`src/sv/md5sh_pkg.sv`:
```
`timescale 1ns / 1ps
// Shared types, constants and round tables for the MD5 stream hasher.
// Used by md5sh_round and md5_stream_hasher; depends on nothing.
package md5sh_pkg;

  typedef logic [3:0][31:0] quad_t;

  typedef struct packed {
    logic       load;
    logic       step;
    logic [5:0] idx;
  } rnd_ctrl_t;

  localparam logic [31:0] IV_A = 32'h67452301;
  localparam logic [31:0] IV_B = 32'hefcdab89;
  localparam logic [31:0] IV_C = 32'h98badcfe;
  localparam logic [31:0] IV_D = 32'h10325476;
  localparam quad_t IV = {IV_D, IV_C, IV_B, IV_A};

  localparam logic [7:0] PAD_BYTE = 8'h80;
  localparam logic [5:0] LEN_POS  = 6'd56;
  localparam logic [5:0] LAST_POS = 6'd63;

  localparam logic [31:0] K_TAB [64] = '{
    32'hd76aa478, 32'he8c7b756, 32'h242070db, 32'hc1bdceee,
    32'hf57c0faf, 32'h4787c62a, 32'ha8304613, 32'hfd469501,
    32'h698098d8, 32'h8b44f7af, 32'hffff5bb1, 32'h895cd7be,
    32'h6b901122, 32'hfd987193, 32'ha679438e, 32'h49b40821,
    32'hf61e2562, 32'hc040b340, 32'h265e5a51, 32'he9b6c7aa,
    32'hd62f105d, 32'h02441453, 32'hd8a1e681, 32'he7d3fbc8,
    32'h21e1cde6, 32'hc33707d6, 32'hf4d50d87, 32'h455a14ed,
    32'ha9e3e905, 32'hfcefa3f8, 32'h676f02d9, 32'h8d2a4c8a,
    32'hfffa3942, 32'h8771f681, 32'h6d9d6122, 32'hfde5380c,
    32'ha4beea44, 32'h4bdecfa9, 32'hf6bb4b60, 32'hbebfbc70,
    32'h289b7ec6, 32'heaa127fa, 32'hd4ef3085, 32'h04881d05,
    32'hd9d4d039, 32'he6db99e5, 32'h1fa27cf8, 32'hc4ac5665,
    32'hf4292244, 32'h432aff97, 32'hab9423a7, 32'hfc93a039,
    32'h655b59c3, 32'h8f0ccc92, 32'hffeff47d, 32'h85845dd1,
    32'h6fa87e4f, 32'hfe2ce6e0, 32'ha3014314, 32'h4e0811a1,
    32'hf7537e82, 32'hbd3af235, 32'h2ad7d2bb, 32'heb86d391
  };

  // Rotate amount per round: depends on the group and the round mod 4.
  function automatic logic [4:0] rot_amt(input logic [5:0] idx);
    logic [4:0] s;
    case ({idx[5:4], idx[1:0]})
      4'h0: s = 5'd7;   4'h1: s = 5'd12;  4'h2: s = 5'd17;  4'h3: s = 5'd22;
      4'h4: s = 5'd5;   4'h5: s = 5'd9;   4'h6: s = 5'd14;  4'h7: s = 5'd20;
      4'h8: s = 5'd4;   4'h9: s = 5'd11;  4'ha: s = 5'd16;  4'hb: s = 5'd23;
      4'hc: s = 5'd6;   4'hd: s = 5'd10;  4'he: s = 5'd15;  4'hf: s = 5'd21;
      default: s = 5'd7;
    endcase
    return s;
  endfunction

  // Message word used by each round.
  function automatic logic [3:0] word_sel(input logic [5:0] idx);
    logic [3:0] i;
    logic [3:0] g;
    i = idx[3:0];
    case (idx[5:4])
      2'd0:    g = i;
      2'd1:    g = 4'(i * 4'd5 + 4'd1);
      2'd2:    g = 4'(i * 4'd3 + 4'd5);
      2'd3:    g = 4'(i * 4'd7);
      default: g = i;
    endcase
    return g;
  endfunction

endpackage

```
`src/sv/md5_stream_hasher.sv`:
```
`timescale 1ns / 1ps
// MD5 stream hasher, top level: byte intake, padding, round sequencer, digest output.
// Depends on md5sh_pkg, md5sh_buf and md5sh_round.
// A byte that does not fill a block leaves in_ready high. The byte that fills a block
// adds a compression: a load, 64 rounds on the shared round unit, a chaining add.
// A last word writes padding, one byte per cycle (9..72 bytes), plus a compression
// per block it closes, then four digest words, one per cycle while out_ready is high.
// Reset (rst_n low, synchronous) reloads the initial chaining values and clears counts.
module md5_stream_hasher (
  input  logic        clk,
  input  logic        rst_n,
  input  logic        in_valid,
  output logic        in_ready,
  input  logic [7:0]  in_data_byte,
  input  logic        in_has_byte,
  input  logic        in_last,
  output logic        out_valid,
  input  logic        out_ready,
  output logic [31:0] out_digest_word,
  output logic [1:0]  out_word_index,
  output logic        out_last_word
);

  // Sequencer states
  localparam logic [2:0] S_IDLE  = 3'd0;
  localparam logic [2:0] S_PAD   = 3'd1;
  localparam logic [2:0] S_LOAD  = 3'd2;
  localparam logic [2:0] S_ROUND = 3'd3;
  localparam logic [2:0] S_ADD   = 3'd4;
  localparam logic [2:0] S_OUT   = 3'd5;

  // Where to go once a block is compressed
  localparam logic [1:0] RET_IDLE = 2'd0;
  localparam logic [1:0] RET_PAD  = 2'd1;
  localparam logic [1:0] RET_OUT  = 2'd2;

  logic [2:0]       state_r, state_nxt;
  logic [1:0]       ret_r, ret_nxt;
  logic [5:0]       fill_r, fill_nxt;
  logic [63:0]      bits_r, bits_nxt;
  md5sh_pkg::quad_t chain_r, chain_nxt;
  logic             sent80_r, sent80_nxt;
  logic             in_len_r, in_len_nxt;
  logic [2:0]       len_cnt_r, len_cnt_nxt;
  logic [5:0]       rnd_r, rnd_nxt;
  logic [1:0]       out_idx_r, out_idx_nxt;

  logic                 buf_we;
  logic [7:0]           buf_wdata;
  logic [3:0]           buf_raddr;
  logic [31:0]          buf_rword;
  md5sh_pkg::rnd_ctrl_t rnd_ctrl;
  md5sh_pkg::quad_t     work;
  logic                 len_write;

  md5sh_buf u_buf (
    .clk     (clk),
    .wr_en   (buf_we),
    .wr_addr (fill_r),
    .wr_data (buf_wdata),
    .rd_addr (buf_raddr),
    .rd_word (buf_rword)
  );

  md5sh_round u_round (
    .clk      (clk),
    .ctrl     (rnd_ctrl),
    .chain_in (chain_r),
    .msg_word (buf_rword),
    .work_out (work)
  );

  // Round unit control; prefetch the word for the next round since buffer reads are
  // registered.
  always_comb begin
    rnd_ctrl.load = (state_r == S_LOAD);
    rnd_ctrl.step = (state_r == S_ROUND);
    rnd_ctrl.idx  = rnd_r;
    if (state_r == S_LOAD) begin
      buf_raddr = md5sh_pkg::word_sel(6'd0);
    end else begin
      buf_raddr = md5sh_pkg::word_sel(rnd_r + 6'd1);
    end
  end

  always_comb begin
    state_nxt   = state_r;
    ret_nxt     = ret_r;
    fill_nxt    = fill_r;
    bits_nxt    = bits_r;
    chain_nxt   = chain_r;
    sent80_nxt  = sent80_r;
    in_len_nxt  = in_len_r;
    len_cnt_nxt = len_cnt_r;
    rnd_nxt     = rnd_r;
    out_idx_nxt = out_idx_r;
    buf_we      = 1'b0;
    buf_wdata   = in_data_byte;
    in_ready    = 1'b0;
    out_valid   = 1'b0;
    len_write   = 1'b0;

    case (state_r)
      S_IDLE: begin
        in_ready = 1'b1;
        if (in_valid) begin
          if (in_has_byte) begin
            buf_we   = 1'b1;
            fill_nxt = fill_r + 6'd1;
            bits_nxt = bits_r + 64'd8;
          end
          if (in_last) begin
            sent80_nxt  = 1'b0;
            in_len_nxt  = 1'b0;
            len_cnt_nxt = 3'd0;
          end
          if (in_has_byte && fill_r == md5sh_pkg::LAST_POS) begin
            // block full: compress, then pad or wait for more words
            state_nxt = S_LOAD;
            ret_nxt   = in_last ? RET_PAD : RET_IDLE;
          end else if (in_last) begin
            state_nxt = S_PAD;
          end
        end
      end

      S_PAD: begin
        // Write one padding byte per cycle: the 0x80 marker, zeros, then the length
        buf_we   = 1'b1;
        fill_nxt = fill_r + 6'd1;
        if (!sent80_r) begin
          buf_wdata  = md5sh_pkg::PAD_BYTE;
          sent80_nxt = 1'b1;
        end else if (!in_len_r && fill_r != md5sh_pkg::LEN_POS) begin
          buf_wdata = 8'h00;
        end else begin
          len_write   = 1'b1;
          buf_wdata   = bits_r[{len_cnt_r, 3'b000} +: 8];
          in_len_nxt  = 1'b1;
          len_cnt_nxt = len_cnt_r + 3'd1;
        end
        if (fill_r == md5sh_pkg::LAST_POS) begin
          state_nxt = S_LOAD;
          ret_nxt   = len_write ? RET_OUT : RET_PAD;
        end
      end

      S_LOAD: begin
        rnd_nxt   = 6'd0;
        state_nxt = S_ROUND;
      end

      S_ROUND: begin
        rnd_nxt = rnd_r + 6'd1;
        if (rnd_r == 6'd63) begin
          state_nxt = S_ADD;
        end
      end

      S_ADD: begin
        for (int i = 0; i < 4; i++) begin
          chain_nxt[i] = chain_r[i] + work[i];
        end
        out_idx_nxt = 2'd0;
        case (ret_r)
          RET_PAD:  state_nxt = S_PAD;
          RET_OUT:  state_nxt = S_OUT;
          default:  state_nxt = S_IDLE;
        endcase
      end

      S_OUT: begin
        out_valid = 1'b1;
        if (out_ready) begin
          out_idx_nxt = out_idx_r + 2'd1;
          if (out_idx_r == 2'd3) begin
            // digest delivered: back to the initial state for the next message
            chain_nxt = md5sh_pkg::IV;
            bits_nxt  = 64'd0;
            state_nxt = S_IDLE;
          end
        end
      end

      default: begin
        state_nxt = S_IDLE;
      end
    endcase
  end

  always_ff @(posedge clk) begin
    if (!rst_n) begin
      state_r   <= S_IDLE;
      ret_r     <= RET_IDLE;
      fill_r    <= 6'd0;
      bits_r    <= 64'd0;
      chain_r   <= md5sh_pkg::IV;
      sent80_r  <= 1'b0;
      in_len_r  <= 1'b0;
      len_cnt_r <= 3'd0;
      rnd_r     <= 6'd0;
      out_idx_r <= 2'd0;
    end else begin
      state_r   <= state_nxt;
      ret_r     <= ret_nxt;
      fill_r    <= fill_nxt;
      bits_r    <= bits_nxt;
      chain_r   <= chain_nxt;
      sent80_r  <= sent80_nxt;
      in_len_r  <= in_len_nxt;
      len_cnt_r <= len_cnt_nxt;
      rnd_r     <= rnd_nxt;
      out_idx_r <= out_idx_nxt;
    end
  end

  assign out_digest_word = chain_r[out_idx_r];
  assign out_word_index  = out_idx_r;
  assign out_last_word   = (out_idx_r == 2'd3);

`ifndef SYNTHESIS
  // Compression only starts on a block boundary
  a_load_empty: assert property (@(posedge clk) disable iff (!rst_n)
    state_r == S_LOAD |-> fill_r == 6'd0)
    else $error("compression started with a partial block");

  // Length bytes only land in the last eight slots of a block
  a_len_slot: assert property (@(posedge clk) disable iff (!rst_n)
    state_r == S_PAD && in_len_r |-> fill_r >= md5sh_pkg::LEN_POS)
    else $error("length byte outside its slots");

  // The final round hands over to the chaining add
  a_round_end: assert property (@(posedge clk) disable iff (!rst_n)
    state_r == S_ROUND && rnd_r == 6'd63 |=> state_r == S_ADD)
    else $error("round sequence overran");

  // After the final digest word the block is clean for the next message
  a_clean_after: assert property (@(posedge clk) disable iff (!rst_n)
    out_valid && out_ready && out_last_word |=>
      in_ready && fill_r == 6'd0 && bits_r == 64'd0 && chain_r == md5sh_pkg::IV)
    else $error("state not restored after digest");
`endif

endmodule

```
`src/sv/md5sh_buf.sv`:
```
`timescale 1ns / 1ps
// 64-byte block buffer: byte-wide writes, registered 32-bit word reads.
// Uses no package items.
module md5sh_buf (
  input  logic        clk,
  input  logic        wr_en,
  input  logic [5:0]  wr_addr,
  input  logic [7:0]  wr_data,
  input  logic [3:0]  rd_addr,
  output logic [31:0] rd_word
);

  logic [3:0][7:0] mem_r [16];
  logic [31:0]     rd_word_r;

  always_ff @(posedge clk) begin
    if (wr_en) begin
      mem_r[wr_addr[5:2]][wr_addr[1:0]] <= wr_data;
    end
    rd_word_r <= mem_r[rd_addr];
  end

  assign rd_word = rd_word_r;

endmodule

```
`src/sv/md5sh_round.sv`:
```
`timescale 1ns / 1ps
// Shared MD5 round unit: working registers A..D and one round of logic.
// Depends on md5sh_pkg for the round tables and control struct.
module md5sh_round (
  input  logic                 clk,
  input  md5sh_pkg::rnd_ctrl_t ctrl,
  input  md5sh_pkg::quad_t     chain_in,
  input  logic [31:0]          msg_word,
  output md5sh_pkg::quad_t     work_out
);

  logic [31:0] a_r, b_r, c_r, d_r;
  logic [31:0] f;
  logic [31:0] sum;
  logic [31:0] rot;
  logic [4:0]  s;

  always_comb begin
    case (ctrl.idx[5:4])
      2'd0:    f = (b_r & c_r) | (~b_r & d_r);
      2'd1:    f = (b_r & d_r) | (c_r & ~d_r);
      2'd2:    f = b_r ^ c_r ^ d_r;
      2'd3:    f = c_r ^ (b_r | ~d_r);
      default: f = b_r ^ c_r ^ d_r;
    endcase
    s   = md5sh_pkg::rot_amt(ctrl.idx);
    sum = a_r + f + msg_word + md5sh_pkg::K_TAB[ctrl.idx];
    rot = (sum << s) | (sum >> (6'd32 - {1'b0, s}));
  end

  always_ff @(posedge clk) begin
    if (ctrl.load) begin
      a_r <= chain_in[0];
      b_r <= chain_in[1];
      c_r <= chain_in[2];
      d_r <= chain_in[3];
    end else if (ctrl.step) begin
      a_r <= d_r;
      b_r <= b_r + rot;
      c_r <= b_r;
      d_r <= c_r;
    end
  end

  assign work_out = {d_r, c_r, b_r, a_r};

endmodule

```
`config.mk`:
```
export PLATFORM = sky130hd
export DESIGN_NAME = md5_stream_hasher
export DESIGN_NICKNAME = d
export VERILOG_FILES = /design/src/sv/md5sh_pkg.sv /design/src/sv/md5_stream_hasher.sv /design/src/sv/md5sh_buf.sv /design/src/sv/md5sh_round.sv
export SDC_FILE = /design/constraint.sdc
export NUM_CORES = 2
export LEC_CHECK = 0
export BUFFER_PORTS_ARGS = -buffer_cell sky130_fd_sc_hd__buf_2
export CORE_MARGIN = 3
export CORE_UTILIZATION = 65
export DETAILED_ROUTE_END_ITERATION = 8
export HOLD_SLACK_MARGIN = 0.05
export PLACE_DENSITY = 0.94
export SYNTH_ARGS = -nofsm -noshare
export SYNTH_HDL_FRONTEND = slang
export SYNTH_HIERARCHICAL = 1
export SYNTH_SLANG_ARGS = --single-unit
export TNS_END_PERCENT = 100
```
`constraint.sdc`:
```
create_clock -name clk -period 11.2 [get_ports clk]
set_clock_uncertainty 0.2 [all_clocks]
set_input_delay 2.24 -clock clk [delete_from_list [all_inputs] [get_ports clk]]
set_output_delay 2.24 -clock clk [all_outputs]
set_load 0.01 [all_outputs]
```
# Word level (Yosys, flattened, before mapping)
# Memories as Yosys holds them, arrays and structs flattened. A register that Yosys moved wholly into a read port is not among the register bits.
# Cells that the tools add are included.
[totals]
register_bits = 344
mem_bits_rw = 512
output_inout_bits = 37
romBits = 2128
n_memories = 3
[classes]
mul = 3
n_reduce_logical = 19
mux = 72
shifts = 3
bitwise = 14
add_sub_neg = 16
n_lt_le_gt_ge = 4
eq_ne = 28
[memory_table]
columns = ["memory", "words", "width", "read_ports", "rd_clocked_by_memory_dff", "write_ports", "line_no", "source"]
rows = [
  ["(no name shown)", 64, 32, 1, 0, 0, "md5sh_round.sv:27", "sum = a_r + f + msg_word + md5sh_pkg::K_TAB[ctrl.idx];"],
  ["u_buf.mem_r", 16, 32, 1, 1, 1, "md5sh_buf.sv:13", "logic [3:0][7:0] mem_r [16];"],
  ["(no name shown)", 16, 5, 1, 1, 0, "md5sh_pkg.sv:46", "case ({idx[5:4], idx[1:0]})"],
]
[op_table]
columns = ["cell", "n"]
rows = [
  ["32-bit 2-to-1 mux", 12],
  ["32-bit adder", 8],
  ["128-bit 2-to-1 mux", 2],
  ["64-bit 2-to-1 mux", 4],
  ["128-bit case mux with 2 select lines", 1],
  ["32-bit bitwise AND", 4],
  ["32-bit OR", 4],
  ["32-bit case mux with 4 select lines", 1],
  ["64-bit case mux with 2 select lines", 1],
  ["32-bit XOR", 3],
  ["64-bit by 4-bit adder with 64-bit output, second input constant", 1],
  ["32-bit binary-select mux with 2-bit select", 1],
  ["32-bit NOT", 2],
  ["64-bit by 7-bit indexed part select with 8-bit output", 1],
  ["3-bit 2-to-1 mux", 11],
  ["8-bit 2-to-1 mux", 4],
  ["32-bit by 5-bit left shift with 32-bit output", 1],
  ["32-bit by 6-bit >> shifter with 32-bit output", 1],
  ["6-bit case mux with 2 select lines", 2],
  ["2-bit inequality test, second input constant", 9],
  ["3-bit case mux with 6 select lines", 1],
  ["8-bit demux with 2-bit select", 1],
  ["4-bit case mux with 4 select lines", 1],
  ["1-bit 2-to-1 mux", 13],
  ["37 further kinds", 70],
]

# Longest topological paths before layout
[logic_depth]
depth_word = 12
depth_mapped = 41
mapped_depth_nobuf = 38

# Modules after synthesis
# The synthesis kept the hierarchy.
[modules_own_cells]
columns = ["module", "seq_area_each_um2", "cells_each", "area_each_um2", "n_inst"]
rows = [
  ["md5sh_buf", 16015.4, 910, 20116.8, 1],
  ["md5sh_round", 3843.7, 2587, 19540.0, 1],
  ["md5_stream_hasher", 4264.1, 1909, 15845.2, 1],
]

# Worst setup path before layout
# Ideal clock, no wire load.
[synth_path]
path_type = "register to register"
from = "reg rnd_r[1]"
to = "reg u_round.b_r[30] (data pin)"
setup_ps = 267
setup_slack_ps = 1484
required_time_ps = 10733
stages_incl_launch_ff = 38
t_arrival_ps = 9249
synth_period_minus_slack_ps = 9716
cell_sequence = "dfxtp_1 > clkbuf_1 > clkinv_1 > ha_1 > clkbuf_1 > nand2b_1 > clkbuf_1 > nand2_1 > mux4_2 > a221oi_1 > fa_1 > inv_1 > fa_1 > inv_1 > ha_1 > o21a_1 > o21ai_0 > or4_4 > [2 not listed] > a311o_2 > xnor2_1 > o21ai_0 > mux4_2 > mux2i_1 > o21ai_0 > fa_1 > a21o_1 > a21oi_1 > o21ai_0 > a2111oi_0 > o22ai_1 > o211ai_1 > a31oi_1 > or4_1 > a31oi_1 > xor2_1 > o21ai_0"
[synth_between]
elab_chain_len = 10
elab_cells_between_ends = 11
classes_between = "add/sub (2); shift (2); mux (4); bitwise (2); memory (1)"
[synth_lines]
columns = ["item", "line_no", "source"]
rows = [
  ["from (decl)", "md5_stream_hasher.sv:45", "logic [5:0] rnd_r, rnd_nxt;"],
  ["from (signal assigned)", "md5_stream_hasher.sv:212", "rnd_r <= rnd_nxt;"],
  ["6-bit NOT with 7-bit output (not written as such) *", "md5sh_round.sv:27", ""],
  ["memory 64 x 32 bit *", "--", ""],
  ["32-bit 2-to-1 mux (not written as such) * (2 in series)", "md5sh_round.sv:27", ""],
  ["32-bit adder *", "md5sh_round.sv:27", ""],
  ["32-bit by 6-bit >> shifter with 32-bit output / 32-bit by 5-bit left shift with 32-bit output (equally long branches)", "md5sh_round.sv:28", "rot = (sum << s) | (sum >> (6'd32 - {1'b0, s}));"],
  ["32-bit OR *", "md5sh_round.sv:28", ""],
  ["32-bit adder *", "md5sh_round.sv:39", "b_r <= b_r + rot;"],
  ["32-bit 2-to-1 mux *", "md5sh_round.sv:37", "end else if (ctrl.step) begin"],
  ["32-bit 2-to-1 mux *", "md5sh_round.sv:32", "if (ctrl.load) begin"],
  ["to (signal assigned)", "md5sh_round.sv:34", "b_r <= chain_in[1];"],
  ["to (signal assigned)", "md5sh_round.sv:39", ""],
  ["to (decl)", "md5sh_round.sv:12", "logic [31:0] a_r, b_r, c_r, d_r;"],
]
# Every way passes the cells marked *; elsewhere a longest branch is shown, timed or not. The select of a mux whose other input is x is not followed.
# A chain may end at the register's enable or synchronous reset.

# Worst setup path after layout
[layout_path]
from = "reg rnd_r[0]"
to = "reg u_round.b_r[31] (data pin)"
# The elaborated chain is that of the path after synthesis.

==> results.py <==
metrics = {
    "critical_path": {
        "crit_type": "register to register",
        "critPathSlowestCell": "o21ai_0",
        "worstPathMaxFanout": 14,
        "cp_data_arrival_time_ns": 10.86,
        "max_stage_delay_ns": 0.71,
        "cp-start-kind": "register",
        "end_kind": "register",
        "required_ns": 11.45,
    },
    "yosys": {
        "ys_ff_latch": 885,
        "synthMuxAreaShare_pct": 11.01,
        "yosysUniqueCellTypes": 107,
        "yosys.area_share.adder_pct": 7.309,
        "netlist.area_leader.share_pct": 34.63,
        "ys_async_sr_fraction_pct": 0,
        "synth-main-ff-cell": "edfxtp_1",
        "synth_nets": 5704,
        "synth_edf_count": 640,
        "synth-compound-area-share_pct": 17.78,
        "synth_top_family_by_area": "compound AO/OA/AOI/OAI gates",
        "yosysWarningCount": 6,
        "netlist_area_um2": 55500,
        "synth-simple-area-share_pct": 13.05,
        "ys_top_cells_by_area": "edfxtp_1 (35%), dfxtp_1 (8.8%), mux4_2 (7.6%), ha_1 (4.9%), a21oi_1 (4.3%)",
        "synth_top_cell_by_area": "edfxtp_1",
        "synthXorXnorAreaFrac_pct": 3.675,
        "synth.avg_cell_area_um2": 10.27,
        "syn_inst": 5406,
        "ys_seq_area_share_pct": 43.46,
    },
    "die": {
        "ioPinCount": 51,
        "die_area_um2": 88930,
        "initial_utilization_pct": 66.01,
        "core_um2": 84090,
        "fp.dieH_um": 298.2,
        "fp.dieW_um": 298.2,
        "num_rows": 106,
    },
    "power_and_ir_drop": {
        "p_switching_mw": 4.583,
        "p_leak_nw": 21.52,
        "p_int_mw": 7.296,
        "total_power_mw": 11.88,
        "switching_share_pct": 38.58,
        "p_per_area_nw_per_um2": 197.9,
        "peakVddDrop_mv": 0.2482,
        "p_comb_share_pct": 40.5,
        "p_clk_share_pct": 26.6,
        "power.share.sequential_pct": 32.8,
    },
    "clock_tree": {
        "cts_buffers": 91,
        "htree_levels": 3,
        "cts-resized-gates": 0,
        "path_clk_slew_ns": 0.06,
        "ctsLongestPathBuffers": 3,
        "postCtsSetupRepairBufs": 0,
        "hold_buffers": 0,
        "insertion_delay_ns": 0.72,
        "clkSinkCount": 885,
        "cts_tree": "yes",
        "cts-root-buf": "clkbuf_16",
    },
    "timing": {
        "max_slew.worst_pin.slew_ns": 1.245,
        "final_max_slew_viol_count": 0,
        "timing.fmax_mhz": 94.32,
        "finalCritPeriodShare_pct": 94.66,
        "final-setup-viol-count": 0,
        "tns_ns": 0,
        "hold_viol": 0,
        "slew-limit-headroom_pct": 15.95,
        "min_period_ns": 10.60,
        "fin_ws_ns": 0.5978,
    },
    "routing": {
        "routed_via_density": 7.333,
        "wl_per_cell_um": 30.18,
        "routed_wl_um": 197600,
        "firstDrtPassIters": 9,
        "dr_total_vias": 48020,
        "postRouteAntennaNets": 0,
        "drc": 0,
        "drtIter0Drc": 7639,
    },
    "grt": {
        "grt_pass1_wl_um": 292100,
        "grt_pass1_vias": 45230,
        "grt_max_degree": 162,
        "antenna_found_initial": 0,
        "grt.overflow.total": 0,
        "track_usage_pct": 43.50,
    },
    "cells_and_area": {
        "seqCellArea_um2": 24140,
        "area_growth_pct": 8.154,
        "fillers": 5721,
        "nets": 5633,
        "drive_above_1_share_pct": 12.55,
        "fin_util_pct": 71.39,
        "multi_input_comb_area_um2": 29530,
        "final_common_cell": "edfxtp_1",
        "fin_cells": 6548,
        "final_cell_mix": "edfxtp_1 (640), nand2_1 (485), a21oi_1 (480), nor2_1 (438), o21ai_0 (323)",
    },
    "run": {
        "max_cap_viol_count": 0,
    },
    "placed_design": {
        "gp_congestion": 1.126,
        "dpl.hpwl_um": 132500,
        "place_ws_ns": 0.6106,
        "dp_cells": 6376,
        "portBuffers": 50,
    },
    "status": {
        "status": "complete, no violations",
    },
    "min_path": {
        "hp-class": "register to register",
    },
}
==> per-layer routing <==
metal	vias to the layer above	track usage, %	share of wire (%)
met5	-	0	0
met4	0	27.83	8.3
met3	900	8.693	12
met2	4030	67.75	45
met1	22880	55.97	35
li1	20210	-	-
==> cells by family after synthesis <==
family / count (synthesis)
fa+ha+maj: 284
xor+xnor: 232
mux: 362
simple gates: 1565
compound gates: 1551
flops: 885
buf+inv: 527
==> cell usage after synthesis (35+ instances only) <==
library cell	instances
a211oi_1	58
a21o_1	94
a21oi_1	481
a22oi_1	91
a31oi_1	51
and2_1	49
and3_1	46
buf_1	53
clkbuf_1	216
dfxtp_1	245
edfxtp_1	640
fa_1	67
ha_1	217
inv_1	210
mux2_2	112
mux2i_1	61
mux4_2	187
nand2_1	486
nand2b_1	36
nand3_1	147
nand4_1	41
nor2_1	442
nor2b_1	58
nor3_1	138
o211ai_1	36
o21a_1	36
o21ai_0	332
o22ai_1	48
o31ai_1	39
or3_1	35
xnor2_1	133
xor2_1	98
==> cell type report <==
type,instances,area share (%)
Clock buffer,120,4.215
Clock inverter,50,0.8838
Antenna cell,2,0.008337
Inverter,216,1.351
Sequential cell,885,40.21
Tap cell,1134,2.364
Timing Repair Buffer,147,1.780
Multi-Input combinational cell,3994,49.19
==> power by group through the flow <==
stage               clock network (mW)  registers, mW  logic (mW)
floorplan                            0           3.89        3.31
global placement                     0           3.94        4.50
detailed placement                   0           3.95        4.60
CTS                               3.15           3.89        4.63
global route                      3.27           3.90        5.16
finish                            3.16           3.90        4.81
==> path summary, 6_finish.rpt <==
kind / to / slack [ns] / cells after the start / from
min reg2reg: chain_r[118]$_SDFFE_PN0P_ / 0.30 / 2 / chain_r[118]$_SDFFE_PN0P_
max reg2reg: u_round/b_r[31]$_DFFE_PP_ / 0.60 / 32 / rnd_r[0]$_SDFFE_PN0P_
max: u_round/b_r[31]$_DFFE_PP_ / 0.60 / 32 / rnd_r[0]$_SDFFE_PN0P_
min: chain_r[118]$_SDFFE_PN0P_ / 0.30 / 2 / chain_r[118]$_SDFFE_PN0P_
==> per-stage QoR <==
stage / hold WS, ns / instance area (µm²)
global route: 0.3189 / 60020
floorplan: 0.2550 / 55500
detailed placement: 0.2925 / 56940
CTS: 0.2997 / 60000
global placement: 0.2707 / 56940
finish: 0.2980 / 60030
==> state kept, by name (all words and copies together) (netlist names), 32 cells and up <==
signal	flops
u_buf/mem_r	512
chain_r	128
bits_r	61
u_buf/rd_word	32
u_round/a_r	32
u_round/b_r	32
u_round/c_r	32
u_round/d_r	32
==> critical path, delay by kind of cell, from the launching register on <==
family | cells | cell delay (ns)
adder cells (fa/ha/maj) | 5 | 2.34
buffers and inverters | 5 | 0.74
multiplexers | 2 | 0.66
AND/OR/NAND/NOR | 10 | 2.87
flip-flops | 1 | 0.41
AO/OA/AOI/OAI | 10 | 3.14
Note: power is estimated with default switching activity, not from simulation.
